==> config.mk <==
export PLATFORM = sky130hd
export DESIGN_NAME = priority_fifo_scheduler_flat
export DESIGN_NICKNAME = d
export VERILOG_FILES = /design/src/pfs_pkg.sv /design/src/pfs_chan_if.sv /design/src/priority_fifo_scheduler.sv /design/src/flat_wrapper.sv
export SDC_FILE = /design/constraint.sdc
export NUM_CORES = 2
export LEC_CHECK = 0
export BUFFER_PORTS_ARGS = -buffer_cell sky130_fd_sc_hd__buf_4
export CORE_MARGIN = 2
export CORE_UTILIZATION = 40
export CTS_CLUSTER_DIAMETER = 80
export DETAILED_ROUTE_END_ITERATION = 8
export MAX_ROUTING_LAYER = met4
export PLACE_DENSITY = 0.56
export SLEW_MARGIN = 20
export SYNTH_ARGS = -nofsm -noshare
export SYNTH_HDL_FRONTEND = slang
export SYNTH_SLANG_ARGS = --single-unit
==> constraint.sdc <==
create_clock -name clock -period 9.2 [get_ports clock]
set_clock_uncertainty 0.05 [all_clocks]
set_input_delay 0.92 -clock clock [delete_from_list [all_inputs] [get_ports clock]]
set_output_delay 0.92 -clock clock [all_outputs]
set_load 0.05 [all_outputs]
==> src/pfs_pkg.sv <==
// Shared types and constants for the priority FIFO scheduler.
// No dependencies; compiled first.
package pfs_pkg;

   localparam int OP_W   = 2;
   localparam int ID_W   = 6;
   localparam int PRIO_W = 5;

   localparam int DEF_NUM_LEVELS  = 32;
   localparam int DEF_NUM_THREADS = 64;

   typedef enum logic [OP_W-1:0] {
      OP_INIT   = 2'd0,
      OP_ADD    = 2'd1,
      OP_REMOVE = 2'd2,
      OP_SWITCH = 2'd3
   } pfs_op_type;

   typedef enum logic [3:0] {
      S_IDLE,
      S_UL_RD,
      S_UL_LNK,
      S_UL_WR,
      S_INS,
      S_INS_WR,
      S_SW_PICK,
      S_SW_HEAD,
      S_DONE,
      S_RSP
   } pfs_state_type;

endpackage

==> src/pfs_chan_if.sv <==
// Valid/ready channel interfaces for scheduler requests and responses.
// Depends on pfs_pkg for field widths.
interface pfs_req_if;
   logic                       valid;
   logic                       ready;
   logic [pfs_pkg::OP_W-1:0]   op;
   logic [pfs_pkg::ID_W-1:0]   thread_id;
   logic [pfs_pkg::PRIO_W-1:0] priority_req;
   logic [pfs_pkg::ID_W-1:0]   idle_id;
   logic [pfs_pkg::PRIO_W-1:0] idle_priority;
   logic                       current_runnable;

   modport source (output valid, op, thread_id, priority_req, idle_id, idle_priority,
                   current_runnable, input ready);
   modport sink (input valid, op, thread_id, priority_req, idle_id, idle_priority,
                 current_runnable, output ready);
endinterface

interface pfs_rsp_if;
   logic                       valid;
   logic                       ready;
   logic                       flag;
   logic [pfs_pkg::ID_W-1:0]   running_id;
   logic [pfs_pkg::PRIO_W-1:0] running_priority;
   logic                       none_ready;

   modport source (output valid, flag, running_id, running_priority, none_ready,
                   input ready);
   modport sink (input valid, flag, running_id, running_priority, none_ready,
                 output ready);
endinterface

==> src/priority_fifo_scheduler.sv <==
// Priority FIFO scheduler: per-level thread FIFOs kept as linked lists in memory.
// Depends on pfs_pkg and the pfs_req_if / pfs_rsp_if interfaces.
// A switch that requeues the current thread and dequeues the next is the longest
//   transaction; an unlink reads the thread's links, then its level's head and tail,
//   then writes them back, and an insert reads then writes. One transaction in flight.
// Reset clears control state, queued and nonempty bits; link memories are not cleared.
module priority_fifo_scheduler #(
   parameter int NUM_LEVELS  = pfs_pkg::DEF_NUM_LEVELS,
   parameter int NUM_THREADS = pfs_pkg::DEF_NUM_THREADS
) (
   input logic       clock,
   input logic       reset,
   pfs_req_if.sink   req_chan,
   pfs_rsp_if.source rsp_chan
);

   localparam int LW     = (NUM_LEVELS > 1) ? $clog2(NUM_LEVELS) : 1;
   localparam int TW     = (NUM_THREADS > 1) ? $clog2(NUM_THREADS) : 1;
   localparam int ID_CNT = 2 ** pfs_pkg::ID_W;

   function automatic logic [ID_CNT*TW-1:0] mod_tab();
      logic [ID_CNT*TW-1:0] tab;
      int r;
      tab = '0;
      r   = 0;
      for (int i = 0; i < ID_CNT; i++) begin
         tab[i*TW +: TW] = TW'(r);
         r = (r == NUM_THREADS - 1) ? 0 : r + 1;
      end
      return tab;
   endfunction

   localparam logic [ID_CNT*TW-1:0] MOD_TAB = mod_tab();

   // memories
   logic [TW-1:0] next_mem [NUM_THREADS];
   logic [TW-1:0] prev_mem [NUM_THREADS];
   logic [LW-1:0] qlvl_mem [NUM_THREADS];
   logic [TW-1:0] head_mem [NUM_LEVELS];
   logic [TW-1:0] tail_mem [NUM_LEVELS];

   logic [TW-1:0] next_q, prev_q, head_q, tail_q;
   logic [LW-1:0] qlvl_q;
   logic [LW-1:0] lt_raddr;

   logic          nx_we, pv_we, hd_we, tl_we, ql_we;
   logic [TW-1:0] nx_wa, nx_wd, pv_wa, pv_wd, hd_wd, tl_wd;
   logic [LW-1:0] hd_wa, tl_wa;

   pfs_pkg::pfs_state_type state_ff, state_in;

   logic [TW-1:0]          t_ff, t_in, cur_ff, cur_in;
   logic [LW-1:0]          lv_ff, lv_in, h_ff, h_in, cur_lvl_ff, cur_lvl_in;
   logic                   at_head_ff, at_head_in, ins_pend_ff, ins_pend_in;
   logic                   sw_pick_ff, sw_pick_in, sw_final_ff, sw_final_in;
   logic                   flag_ff, flag_in, zombie_ff, zombie_in;
   logic [NUM_LEVELS-1:0]  nonempty_ff, nonempty_in;
   logic [NUM_THREADS-1:0] queued_ff, queued_in;
   logic                   rsp_valid_ff, rsp_valid_in;
   logic                   rsp_flag_ff, rsp_flag_in, rsp_none_ff, rsp_none_in;
   logic [TW-1:0]          rsp_id_ff, rsp_id_in;
   logic [LW-1:0]          rsp_lvl_ff, rsp_lvl_in;

   logic          accept, runnable, rsp_load;
   logic [TW-1:0] req_tid, req_iid;
   logic [LW-1:0] req_lvl, req_ilvl, low_idx;
   logic          low_any;
   pfs_pkg::pfs_op_type req_op;

   assign req_chan.ready = (state_ff == pfs_pkg::S_IDLE);
   assign accept         = req_chan.valid && req_chan.ready;
   assign req_op         = pfs_pkg::pfs_op_type'(req_chan.op);
   assign req_tid        = MOD_TAB[req_chan.thread_id*TW +: TW];
   assign req_iid        = MOD_TAB[req_chan.idle_id*TW +: TW];
   assign req_lvl        = (int'(req_chan.priority_req) >= NUM_LEVELS) ?
                           LW'(NUM_LEVELS - 1) : LW'(req_chan.priority_req);
   assign req_ilvl       = (int'(req_chan.idle_priority) >= NUM_LEVELS) ?
                           LW'(NUM_LEVELS - 1) : LW'(req_chan.idle_priority);
   assign runnable       = req_chan.current_runnable && !zombie_ff;
   assign rsp_load       = !rsp_valid_ff || rsp_chan.ready;
   assign low_any        = |nonempty_ff;

   always_comb begin
      low_idx = '0;
      for (int i = NUM_LEVELS - 1; i >= 0; i--) begin
         if (nonempty_ff[i]) begin
            low_idx = LW'(i);
         end
      end
   end

   assign rsp_chan.valid            = rsp_valid_ff;
   assign rsp_chan.flag             = rsp_flag_ff;
   assign rsp_chan.running_id       = pfs_pkg::ID_W'(rsp_id_ff);
   assign rsp_chan.running_priority = pfs_pkg::PRIO_W'(rsp_lvl_ff);
   assign rsp_chan.none_ready       = rsp_none_ff;

   // next state
   always_comb begin
      state_in = state_ff;
      case (state_ff)
         pfs_pkg::S_IDLE: begin
            if (accept) begin
               case (req_op)
                  pfs_pkg::OP_REMOVE:
                     state_in = (req_tid == cur_ff) ? pfs_pkg::S_DONE : pfs_pkg::S_UL_RD;
                  pfs_pkg::OP_SWITCH: begin
                     if (!runnable) begin
                        state_in = pfs_pkg::S_SW_PICK;
                     end else begin
                        state_in = low_any ? pfs_pkg::S_UL_RD : pfs_pkg::S_DONE;
                     end
                  end
                  default: state_in = pfs_pkg::S_UL_RD;
               endcase
            end
         end
         pfs_pkg::S_UL_RD: begin
            if (queued_ff[t_ff]) begin
               state_in = pfs_pkg::S_UL_LNK;
            end else begin
               state_in = ins_pend_ff ? pfs_pkg::S_INS : pfs_pkg::S_DONE;
            end
         end
         pfs_pkg::S_UL_LNK: state_in = pfs_pkg::S_UL_WR;
         pfs_pkg::S_UL_WR:  state_in = ins_pend_ff ? pfs_pkg::S_INS : pfs_pkg::S_DONE;
         pfs_pkg::S_INS: begin
            if (nonempty_ff[lv_ff]) begin
               state_in = pfs_pkg::S_INS_WR;
            end else begin
               state_in = sw_pick_ff ? pfs_pkg::S_SW_PICK : pfs_pkg::S_DONE;
            end
         end
         pfs_pkg::S_INS_WR:  state_in = sw_pick_ff ? pfs_pkg::S_SW_PICK : pfs_pkg::S_DONE;
         pfs_pkg::S_SW_PICK: state_in = low_any ? pfs_pkg::S_SW_HEAD : pfs_pkg::S_DONE;
         pfs_pkg::S_SW_HEAD: state_in = pfs_pkg::S_UL_RD;
         pfs_pkg::S_DONE:    state_in = pfs_pkg::S_RSP;
         pfs_pkg::S_RSP:     state_in = rsp_load ? pfs_pkg::S_IDLE : pfs_pkg::S_RSP;
         default:            state_in = pfs_pkg::S_IDLE;
      endcase
   end

   // datapath and memory controls
   always_comb begin
      t_in = t_ff;  lv_in = lv_ff;  h_in = h_ff;
      at_head_in = at_head_ff;  ins_pend_in = ins_pend_ff;
      sw_pick_in = sw_pick_ff;  sw_final_in = sw_final_ff;
      flag_in = flag_ff;  zombie_in = zombie_ff;
      cur_in = cur_ff;  cur_lvl_in = cur_lvl_ff;
      nonempty_in = nonempty_ff;  queued_in = queued_ff;
      rsp_valid_in = rsp_valid_ff && !rsp_chan.ready;
      rsp_flag_in = rsp_flag_ff;  rsp_none_in = rsp_none_ff;
      rsp_id_in = rsp_id_ff;  rsp_lvl_in = rsp_lvl_ff;
      nx_we = 1'b0;  nx_wa = '0;  nx_wd = '0;
      pv_we = 1'b0;  pv_wa = '0;  pv_wd = '0;
      hd_we = 1'b0;  hd_wa = '0;  hd_wd = '0;
      tl_we = 1'b0;  tl_wa = '0;  tl_wd = '0;
      ql_we = 1'b0;
      lt_raddr = lv_ff;
      case (state_ff)
         pfs_pkg::S_IDLE: begin
            if (accept) begin
               sw_pick_in  = 1'b0;
               sw_final_in = 1'b0;
               at_head_in  = 1'b0;
               flag_in     = 1'b0;
               t_in        = req_tid;
               lv_in       = req_lvl;
               case (req_op)
                  pfs_pkg::OP_INIT: begin
                     nonempty_in = '0;
                     queued_in   = '0;
                     cur_in      = req_tid;
                     cur_lvl_in  = req_lvl;
                     zombie_in   = 1'b0;
                     t_in        = req_iid;
                     lv_in       = req_ilvl;
                     ins_pend_in = 1'b1;
                     flag_in     = req_ilvl < req_lvl;
                  end
                  pfs_pkg::OP_ADD: begin
                     ins_pend_in = 1'b1;
                     flag_in     = req_lvl < cur_lvl_ff;
                  end
                  pfs_pkg::OP_REMOVE: begin
                     ins_pend_in = 1'b0;
                     if (req_tid == cur_ff) begin
                        zombie_in = 1'b1;
                        flag_in   = 1'b1;
                     end
                  end
                  default: begin
                     t_in        = cur_ff;
                     lv_in       = cur_lvl_ff;
                     at_head_in  = cur_lvl_ff > low_idx;
                     ins_pend_in = runnable;
                     sw_pick_in  = 1'b1;
                  end
               endcase
            end
         end
         pfs_pkg::S_UL_LNK: lt_raddr = qlvl_q;
         pfs_pkg::S_UL_WR: begin
            queued_in[t_ff] = 1'b0;
            if (head_q == t_ff && tail_q == t_ff) begin
               nonempty_in[qlvl_q] = 1'b0;
            end else if (head_q == t_ff) begin
               hd_we = 1'b1;  hd_wa = qlvl_q;  hd_wd = next_q;
            end else if (tail_q == t_ff) begin
               tl_we = 1'b1;  tl_wa = qlvl_q;  tl_wd = prev_q;
               nx_we = 1'b1;  nx_wa = prev_q;  nx_wd = '0;
            end else begin
               nx_we = 1'b1;  nx_wa = prev_q;  nx_wd = next_q;
               pv_we = 1'b1;  pv_wa = next_q;  pv_wd = prev_q;
            end
         end
         pfs_pkg::S_INS: begin
            if (!nonempty_ff[lv_ff]) begin
               hd_we = 1'b1;  hd_wa = lv_ff;  hd_wd = t_ff;
               tl_we = 1'b1;  tl_wa = lv_ff;  tl_wd = t_ff;
               nonempty_in[lv_ff] = 1'b1;
               queued_in[t_ff]    = 1'b1;
               ql_we = 1'b1;
            end
         end
         pfs_pkg::S_INS_WR: begin
            queued_in[t_ff] = 1'b1;
            ql_we = 1'b1;
            if (at_head_ff) begin
               nx_we = 1'b1;  nx_wa = t_ff;    nx_wd = head_q;
               pv_we = 1'b1;  pv_wa = head_q;  pv_wd = t_ff;
               hd_we = 1'b1;  hd_wa = lv_ff;   hd_wd = t_ff;
            end else begin
               nx_we = 1'b1;  nx_wa = tail_q;  nx_wd = t_ff;
               pv_we = 1'b1;  pv_wa = t_ff;    pv_wd = tail_q;
               tl_we = 1'b1;  tl_wa = lv_ff;   tl_wd = t_ff;
            end
         end
         pfs_pkg::S_SW_PICK: begin
            lt_raddr = low_idx;
            h_in     = low_idx;
         end
         pfs_pkg::S_SW_HEAD: begin
            t_in        = head_q;
            ins_pend_in = 1'b0;
            sw_pick_in  = 1'b0;
            sw_final_in = 1'b1;
         end
         pfs_pkg::S_DONE: begin
            if (sw_final_ff) begin
               cur_in     = t_ff;
               cur_lvl_in = h_ff;
               zombie_in  = 1'b0;
            end
         end
         pfs_pkg::S_RSP: begin
            if (rsp_load) begin
               rsp_valid_in = 1'b1;
               rsp_flag_in  = flag_ff;
               rsp_id_in    = cur_ff;
               rsp_lvl_in   = cur_lvl_ff;
               rsp_none_in  = !low_any;
            end
         end
         default: ;
      endcase
   end

   always_ff @(posedge clock) begin
      next_q <= next_mem[t_ff];
      prev_q <= prev_mem[t_ff];
      qlvl_q <= qlvl_mem[t_ff];
      head_q <= head_mem[lt_raddr];
      tail_q <= tail_mem[lt_raddr];
      if (nx_we) next_mem[nx_wa] <= nx_wd;
      if (pv_we) prev_mem[pv_wa] <= pv_wd;
      if (ql_we) qlvl_mem[t_ff] <= lv_ff;
      if (hd_we) head_mem[hd_wa] <= hd_wd;
      if (tl_we) tail_mem[tl_wa] <= tl_wd;
   end

   always_ff @(posedge clock) begin
      if (reset) begin
         state_ff     <= pfs_pkg::S_IDLE;
         cur_ff       <= '0;
         cur_lvl_ff   <= '0;
         zombie_ff    <= 1'b0;
         nonempty_ff  <= '0;
         queued_ff    <= '0;
         rsp_valid_ff <= 1'b0;
         ins_pend_ff  <= 1'b0;
         sw_pick_ff   <= 1'b0;
         sw_final_ff  <= 1'b0;
      end else begin
         state_ff     <= state_in;
         cur_ff       <= cur_in;
         cur_lvl_ff   <= cur_lvl_in;
         zombie_ff    <= zombie_in;
         nonempty_ff  <= nonempty_in;
         queued_ff    <= queued_in;
         rsp_valid_ff <= rsp_valid_in;
         ins_pend_ff  <= ins_pend_in;
         sw_pick_ff   <= sw_pick_in;
         sw_final_ff  <= sw_final_in;
      end
   end

   always_ff @(posedge clock) begin
      t_ff        <= t_in;
      lv_ff       <= lv_in;
      h_ff        <= h_in;
      at_head_ff  <= at_head_in;
      flag_ff     <= flag_in;
      rsp_flag_ff <= rsp_flag_in;
      rsp_none_ff <= rsp_none_in;
      rsp_id_ff   <= rsp_id_in;
      rsp_lvl_ff  <= rsp_lvl_in;
   end

endmodule
==> src/flat_wrapper.sv <==
// flat-port wrapper written by rule: the top's interface ports become plain ports
module priority_fifo_scheduler_flat 
#(
   parameter int NUM_LEVELS  = pfs_pkg::DEF_NUM_LEVELS,
   parameter int NUM_THREADS = pfs_pkg::DEF_NUM_THREADS
)
  (clock, reset, req_chan_valid, req_chan_op, req_chan_thread_id, req_chan_priority_req, req_chan_idle_id, req_chan_idle_priority, req_chan_current_runnable, req_chan_ready, rsp_chan_valid, rsp_chan_flag, rsp_chan_running_id, rsp_chan_running_priority, rsp_chan_none_ready, rsp_chan_ready);
  pfs_req_if req_chan_i ();
  pfs_rsp_if rsp_chan_i ();
  input logic clock;
  input logic reset;
  input wire logic [$bits(req_chan_i.valid)-1:0] req_chan_valid;
  input wire logic [$bits(req_chan_i.op)-1:0] req_chan_op;
  input wire logic [$bits(req_chan_i.thread_id)-1:0] req_chan_thread_id;
  input wire logic [$bits(req_chan_i.priority_req)-1:0] req_chan_priority_req;
  input wire logic [$bits(req_chan_i.idle_id)-1:0] req_chan_idle_id;
  input wire logic [$bits(req_chan_i.idle_priority)-1:0] req_chan_idle_priority;
  input wire logic [$bits(req_chan_i.current_runnable)-1:0] req_chan_current_runnable;
  output wire logic [$bits(req_chan_i.ready)-1:0] req_chan_ready;
  output wire logic [$bits(rsp_chan_i.valid)-1:0] rsp_chan_valid;
  output wire logic [$bits(rsp_chan_i.flag)-1:0] rsp_chan_flag;
  output wire logic [$bits(rsp_chan_i.running_id)-1:0] rsp_chan_running_id;
  output wire logic [$bits(rsp_chan_i.running_priority)-1:0] rsp_chan_running_priority;
  output wire logic [$bits(rsp_chan_i.none_ready)-1:0] rsp_chan_none_ready;
  input wire logic [$bits(rsp_chan_i.ready)-1:0] rsp_chan_ready;
  assign req_chan_i.valid = req_chan_valid;
  assign req_chan_i.op = req_chan_op;
  assign req_chan_i.thread_id = req_chan_thread_id;
  assign req_chan_i.priority_req = req_chan_priority_req;
  assign req_chan_i.idle_id = req_chan_idle_id;
  assign req_chan_i.idle_priority = req_chan_idle_priority;
  assign req_chan_i.current_runnable = req_chan_current_runnable;
  assign req_chan_ready = req_chan_i.ready;
  assign rsp_chan_valid = rsp_chan_i.valid;
  assign rsp_chan_flag = rsp_chan_i.flag;
  assign rsp_chan_running_id = rsp_chan_i.running_id;
  assign rsp_chan_running_priority = rsp_chan_i.running_priority;
  assign rsp_chan_none_ready = rsp_chan_i.none_ready;
  assign rsp_chan_i.ready = rsp_chan_ready;
  priority_fifo_scheduler #(.NUM_LEVELS(NUM_LEVELS), .NUM_THREADS(NUM_THREADS)) u_core (.clock(clock), .reset(reset), .req_chan(req_chan_i), .rsp_chan(rsp_chan_i));
endmodule
== Word-level counts from Yosys, hierarchy flattened ==
Memories as Yosys holds them, arrays and structs flattened. A register that Yosys moved wholly into a read port is not among the register bits.
Cells that the tools add are included.

* Flip-flop bits (word level): 147
* Bits in writable memories: 1472
* Memories kept: 5
* Output and inout bits: 15

* Order comparisons: 9
* Multiplexer cells: 154
* Bitwise gates (word level): 6
* Shift operators: 2
* Reduce and logical (&&, ||, !) cells: 29
* $mul: 2
* Eq/ne operators: 22

{| class="wikitable"
|+ Memories
! name !! depth !! width !! read ports !! clocked after Yosys merged registers in !! write ports !! RTL line !! text
|-
| u_core.next_mem || 64 || 6 || 1 || 1 || 1 || priority_fifo_scheduler.sv:36 || <nowiki>logic [TW-1:0] next_mem [NUM_THREADS];</nowiki>
|-
| u_core.prev_mem || 64 || 6 || 1 || 1 || 1 || priority_fifo_scheduler.sv:37 || <nowiki>logic [TW-1:0] prev_mem [NUM_THREADS];</nowiki>
|-
| u_core.qlvl_mem || 64 || 5 || 1 || 1 || 1 || priority_fifo_scheduler.sv:38 || <nowiki>logic [LW-1:0] qlvl_mem [NUM_THREADS];</nowiki>
|-
| u_core.head_mem || 32 || 6 || 1 || 1 || 1 || priority_fifo_scheduler.sv:39 || <nowiki>logic [TW-1:0] head_mem [NUM_LEVELS];</nowiki>
|-
| u_core.tail_mem || 32 || 6 || 1 || 1 || 1 || priority_fifo_scheduler.sv:40 || <nowiki>logic [TW-1:0] tail_mem [NUM_LEVELS];</nowiki>
|}

{| class="wikitable"
|+ Operators by type and width
! cell !! number
|-
| 384-bit by 10-bit indexed part select with 6-bit output, first input constant || 2
|-
| 64-bit case mux with 4 select lines || 1
|-
| 5-bit two-way mux || 43
|-
| 64-bit two-way mux || 3
|-
| 6-bit two-way mux || 22
|-
| 32-bit two-way mux || 4
|-
| 32-bit case mux with 3 select lines || 1
|-
| 6-bit case mux with 2 select lines || 6
|-
| 64-bit AND || 1
|-
| 64-bit inverter || 1
|-
| 64-bit OR || 1
|-
| 4-bit two-way mux || 10
|-
| 4-bit case mux with 10 select lines || 1
|-
| 1-bit two-way mux || 38
|-
| 6-bit case mux with 3 select lines || 2
|-
| 32-bit AND || 1
|-
| 32-bit inverter || 1
|-
| 32-bit OR || 1
|-
| 32-bit OR reduction || 1
|-
| 5-bit case mux with 2 select lines || 3
|-
| 5-bit case mux with 3 select lines || 2
|-
| 6-bit equality test || 3
|-
| 1-bit case mux with 2 select lines || 9
|-
| 4-bit by 3-bit equality test with 1-bit output, second input constant || 4
|-
| 34 further kinds || 63
|}

== Depth between registers and ports, before layout ==
* Depth in word-level cells: 33
* Mapped depth: 14
* Depth with buffers taken out: 11

== Worst setup path after synthesis ==
OpenSTA, ideal clock, no wires.

* Path type: reg-to-reg
* Start: register u_core.at_head_ff
* End: memory u_core.prev_mem[58][0] in the netlist's numbering, enable pin
* Library setup time: 0.355 ns
* Clock period less this slack: 4.367 ns
* Data arrival time: 3.962 ns
* Setup slack: 4.833 ns
* Cell stages (with the launch flop): 7
* Required time: 8.795 ns
* Path through: edfxtp_1 -> clkbuf_1 -> buf_1 -> mux2i_1 -> o21ai_1 -> nand3_1 -> nor2_1

* Longest elaborated chain between the ends: 2

{| class="wikitable"
|+ RTL lines
! item !! RTL line !! text
|-
| from (decl) || priority_fifo_scheduler.sv:54 || <nowiki>logic at_head_ff, at_head_in, ins_pend_ff, ins_pend_in;</nowiki>
|-
| from (signal assigned) || priority_fifo_scheduler.sv:312 || <nowiki>at_head_ff <= at_head_in;</nowiki>
|-
| 6-bit two-way mux || -- ||
|-
| 6-bit case mux with 2 select lines || -- ||
|-
| net u_core.nx_wd[1] || priority_fifo_scheduler.sv:47 || <nowiki>logic [TW-1:0] nx_wa, nx_wd, pv_wa, pv_wd, hd_wd, tl_wd;</nowiki>
|-
| to (decl) || priority_fifo_scheduler.sv:37 ||
|}

The timed path passes the listed nets, and every way through them passes these cells.

== Worst setup path after layout ==
* Start: register u_core.state_ff[2]
* End: memory u_core.prev_mem[12][2] in the netlist's numbering, enable pin

* Elaborated cells between the ends (all ways): 6
* Those cells by class: eq/ne: 2; mux: 4

{| class="wikitable"
|+ RTL lines
! item !! RTL line !! text
|-
| from (decl) || priority_fifo_scheduler.sv:50 || <nowiki>pfs_pkg::pfs_state_type state_ff, state_in;</nowiki>
|-
| from (signal assigned) || priority_fifo_scheduler.sv:284 || <nowiki>state_ff <= pfs_pkg::S_IDLE;</nowiki>
|-
| from (signal assigned) || priority_fifo_scheduler.sv:295 || <nowiki>state_ff <= state_in;</nowiki>
|-
| 4-bit by 3-bit equality test with 1-bit output / 4-bit by 2-bit equality test with 1-bit output (equally long branches) || -- ||
|-
| 6-bit case mux with 2 select lines (*) || -- ||
|-
| net u_core.nx_wd[0] || priority_fifo_scheduler.sv:47 ||
|}

The timed path passes the listed nets; every way through them passes the cells marked *.

==> results.sh <==
export IMPL_placed_cells=6910
export IMPL_syn_area_per_cell_um2=13.93
export IMPL_finalPower_mw=18.69
export IMPL_yosysUniqueCellTypes=76
export IMPL_min_period_over_period_pct=57.39
export IMPL_total_leakage_power_nw=23.74
export IMPL_yosysTopAreaCell="edfxtp_1"
export IMPL_synth_simple_area_share_pct=6.167
export IMPL_period_needed_ns=5.280
export IMPL_multiInputGateArea_um2=18710
export IMPL_max_stage_delay_ns=0.78
export IMPL_dr_pass1_iters=6
export IMPL_fmax_mhz=189.4
export IMPL_ir_drop_uv=218.8
export IMPL_end_kind="flip-flop"
export IMPL_crit_path_cell_trace="clkinv_1 -> and3_1 -> o31a_1 -> and2_1 -> a21oi_1 -> clkinv_2 -> nor2_1 -> nand2_1 -> nor2_1"
export IMPL_path_max_fanout=68
export IMPL_yosys_warnings=0
export IMPL_synth_top_area_share_pct=65.93
export IMPL_status="complete, no violations"
export IMPL_worstSetupPathType="reg -> reg"
export IMPL_grtUsageTotal_pct=23.33
export IMPL_grt_pass1_wl_um=294200
export IMPL_fin_cells=7223
export IMPL_die_width_um=417.7
export IMPL_clk_latency_ns=0.82
export IMPL_synth_xor_area_share_pct=0.2303
export IMPL_htreeDepth=4
export IMPL_syn2layout_area_growth_pct=11.98
export IMPL_drc=0
export IMPL_synth_compound_area_share_pct=15.60
export IMPL_power_frac_comb_pct=17.7
export IMPL_synth_edff_count=1503
export IMPL_pin_count=44
export IMPL_rsz0062_at_grt="no"
export IMPL_nets=4908
export IMPL_setup_viol=0
export IMPL_netlist_top_cells_area="edfxtp_1 (66%), mux2i_1 (4.3%), dfxtp_1 (4.2%), a22oi_1 (4.0%), a21oi_1 (2.5%)"
export IMPL_dp_hpwl_um=119600
export IMPL_dr_first_iter_drc_count=5395
export IMPL_slowest_stage="clkinv_2"
export IMPL_clk_pin_slew_worst_paths_ns=0.06
export IMPL_gp_congestion=0.8731
export IMPL_fin_area_um2=76650
export IMPL_cts_root_buf="clkbuf_16"
export IMPL_cts_resized=0
export IMPL_synth_seq_cells=1648
export IMPL_setup_tns_ns=0
export IMPL_worstPathRequired_ns=9.59
export IMPL_p_clk_share_pct=36.6
export IMPL_p_sw_mw=5.355
export IMPL_core_um2=169700
export IMPL_fp_row_count=151
export IMPL_startpoint_type="flip-flop"
export IMPL_synth_nets=4961
export IMPL_grt_overflow_total=0
export IMPL_numPortBuffers=43
export IMPL_tritoncts="built"
export IMPL_syn_area_um2=68460
export IMPL_fillerInstances=14940
export IMPL_regArea_um2=48040
export IMPL_synthAdderAreaFrac_pct=0.3107
export IMPL_cts_post_setup_buffers_inserted=0
export IMPL_ys_flop_type="edfxtp_1"
export IMPL_worstMarginPinSlew_ns=1.213
export IMPL_p_int_mw=13.33
export IMPL_whs_ns=0.3725
export IMPL_wl_um=202300
export IMPL_path_common_cell="nor2_1"
export IMPL_viasPerCell=6.151
export IMPL_start_util_pct=40.35
export IMPL_cts_sinks=1648
export IMPL_grt_max_degree=125
export IMPL_synthArstFlopShare_pct=0
export IMPL_path_buf_inv=2
export IMPL_slew_viol_final=0
export IMPL_pwr_share_seq_pct=45.7
export IMPL_antenna_found_initial=3
export IMPL_critPathArrivalTime_ns=5.67
export IMPL_drive_above_1_share_pct=9.298
export IMPL_muxShareOfSynthArea_pct=4.732
export IMPL_routedWlPerCell_um=28.01
export IMPL_critPathTopFamily="simple AND/OR/NAND/NOR gates"
export IMPL_yosysSeqAreaShare_pct=70.17
export IMPL_dpl_instance_area_um2=71130
export IMPL_syn_inst=4915
export IMPL_powerDensity_nw_per_um2=243.8
export IMPL_die_h_um=417.7
export IMPL_max_clock_path_buffers=3
export IMPL_cts_buffers=168
export IMPL_switching_share_pct=28.66
export IMPL_relSlewSlack_pct=19.13
export IMPL_synth_top_family_by_area="compound AO/OA/AOI/OAI gates"
export IMPL_cts_hold_buf=0
export IMPL_ant_nets=0
export IMPL_dieArea_um2=174500
export IMPL_vias=44430
export IMPL_grt_pass1_vias=42590
export IMPL_maxCapViolations=0
export IMPL_hold_path_class="reg -> reg"
export IMPL_hold_viol_final=0
[worst reg2reg max path: stages, from the launching register on]
cell,delay [ns]
dfxtp_1,0.65
clkinv_1,0.49
and3_1,0.37
o31a_1,0.29
and2_1,0.35
a21oi_1,0.38
clkinv_2,0.78
nor2_1,0.39
nand2_1,0.53
nor2_1,0.64
[kinds of logic after synthesis]
| group | Yosys count |
|---|---|
| xor+xnor | 18 |
| compound gates | 1543 |
| fa+ha+maj | 17 |
| mux | 312 |
| flops | 1648 |
| buf+inv | 470 |
| simple gates | 907 |
[final timing paths]
| kind | start | end | slack, ns | depth (start not counted) |
|---|---|---|---|---|
| max | u_core.state_ff[2]$_SDFFE_PP0N_ | u_core.prev_mem[12][2]$_DFFE_PP_ | 3.92 | 9 |
| min | u_core.flag_ff$_DFFE_PP_ | u_core.rsp_chan.flag$_DFFE_PP_ | 0.37 | 0 |
| max reg2reg | u_core.state_ff[2]$_SDFFE_PP0N_ | u_core.prev_mem[12][2]$_DFFE_PP_ | 3.92 | 9 |
| min reg2reg | u_core.flag_ff$_DFFE_PP_ | u_core.rsp_chan.flag$_DFFE_PP_ | 0.37 | 0 |
[flip-flops by register name, summed over array words and instances, names as in the netlist, 6 cells and up]
name	count
u_core.next_q	6
u_core.prev_mem	384
u_core.prev_q	6
u_core.qlvl_mem	320
u_core.tail_q	6
u_core.rsp_chan.running_id	6
u_core.tail_mem	192
u_core.nonempty_ff	32
u_core.cur_ff	6
u_core.head_q	6
u_core.next_mem	384
u_core.head_mem	192
u_core.queued_ff	64
u_core.t_ff	6
[layout make-up]
class / instances / area share, %
flip-flops and latches: 1648 / 62.67
multi-input cells: 2797 / 24.41
clock buffers: 224 / 6.015
inverters: 100 / 0.4978
well taps: 2218 / 3.620
diodes: 4 / 0.01306
clock inverters: 85 / 1.169
repair buffers: 147 / 1.603
[through the flow]
stage          setup WS [ns]  utilization [%]
2_1_floorplan          4.833                -
3_3_place_gp           4.267            41.92
3_5_place_dp           4.072            41.92
4_1_cts                4.033            45.17
5_1_grt                3.467            45.18
6_report               3.920            45.18
[placed cells by master, fill, tap and decap left out, types with 10 or more instances in the layout]
cell and n:
a21oi_1 344, clkinv_1 33, a22oi_1 363, nor3_1 50
edfxtp_1 1503, ha_1 17, xnor2_1 10, nor2_1 278
nand2b_1 15, clkinv_2 24, inv_1 92, o221ai_1 33
bufinv_16 14, clkbuf_16 173, mux2i_1 291, a22o_1 178
buf_12 10, nand3_1 72, dfxtp_1 144, and3_1 41
o21ai_0 100, buf_4 137, nor4_1 33, o22ai_1 97
nor2b_1 10, a211oi_1 77, or4_1 13, mux2_2 13
clkbuf_1 42, o32ai_1 23, a31oi_1 147, nand4_1 34
a221oi_1 126, and2_1 10, or3_1 10, nand2_1 279
[power by group through the flow]
stage          combinational [mW]  clock [mW]  sequential [mW]
3_3_place_gp                 3.27           0             8.68
6_report                     3.32        6.84             8.53
5_1_grt                      3.52        7.22             8.53
4_1_cts                      3.29        6.93             8.52
3_5_place_dp                 3.28           0             8.68
2_1_floorplan                2.13           0             8.57
[routing by layer]
| layer | vias up | GRT usage, % | share of wire (%) |
|---|---|---|---|
| met5 | - | - | 0 |
| met4 | 0 | 6.969 | 2.9 |
| met3 | 333 | 3.435 | 7.3 |
| met2 | 1967 | 35.68 | 47 |
| met1 | 22600 | 32.36 | 43 |
| li1 | 19540 | - | - |
[synthesized netlist by cell type (all sizes together), types with 12 or more instances]
master,n
a22o,178
mux2,13
or4,15
nor2,288
nor3b,12
nor3,55
o22ai,97
nand2b,15
nand3,73
inv,98
and3,43
o32ai,23
a21oi,347
buf,122
ha,17
o21ai,106
edfxtp,1503
a221oi,126
mux2i,291
dfxtp,145
nand4,34
nand2,282
a211oi,79
a31oi,147
a22oi,363
o221ai,33
nor4,35
clkbuf,248
No activity file was read; power rests on OpenSTA's default activity.
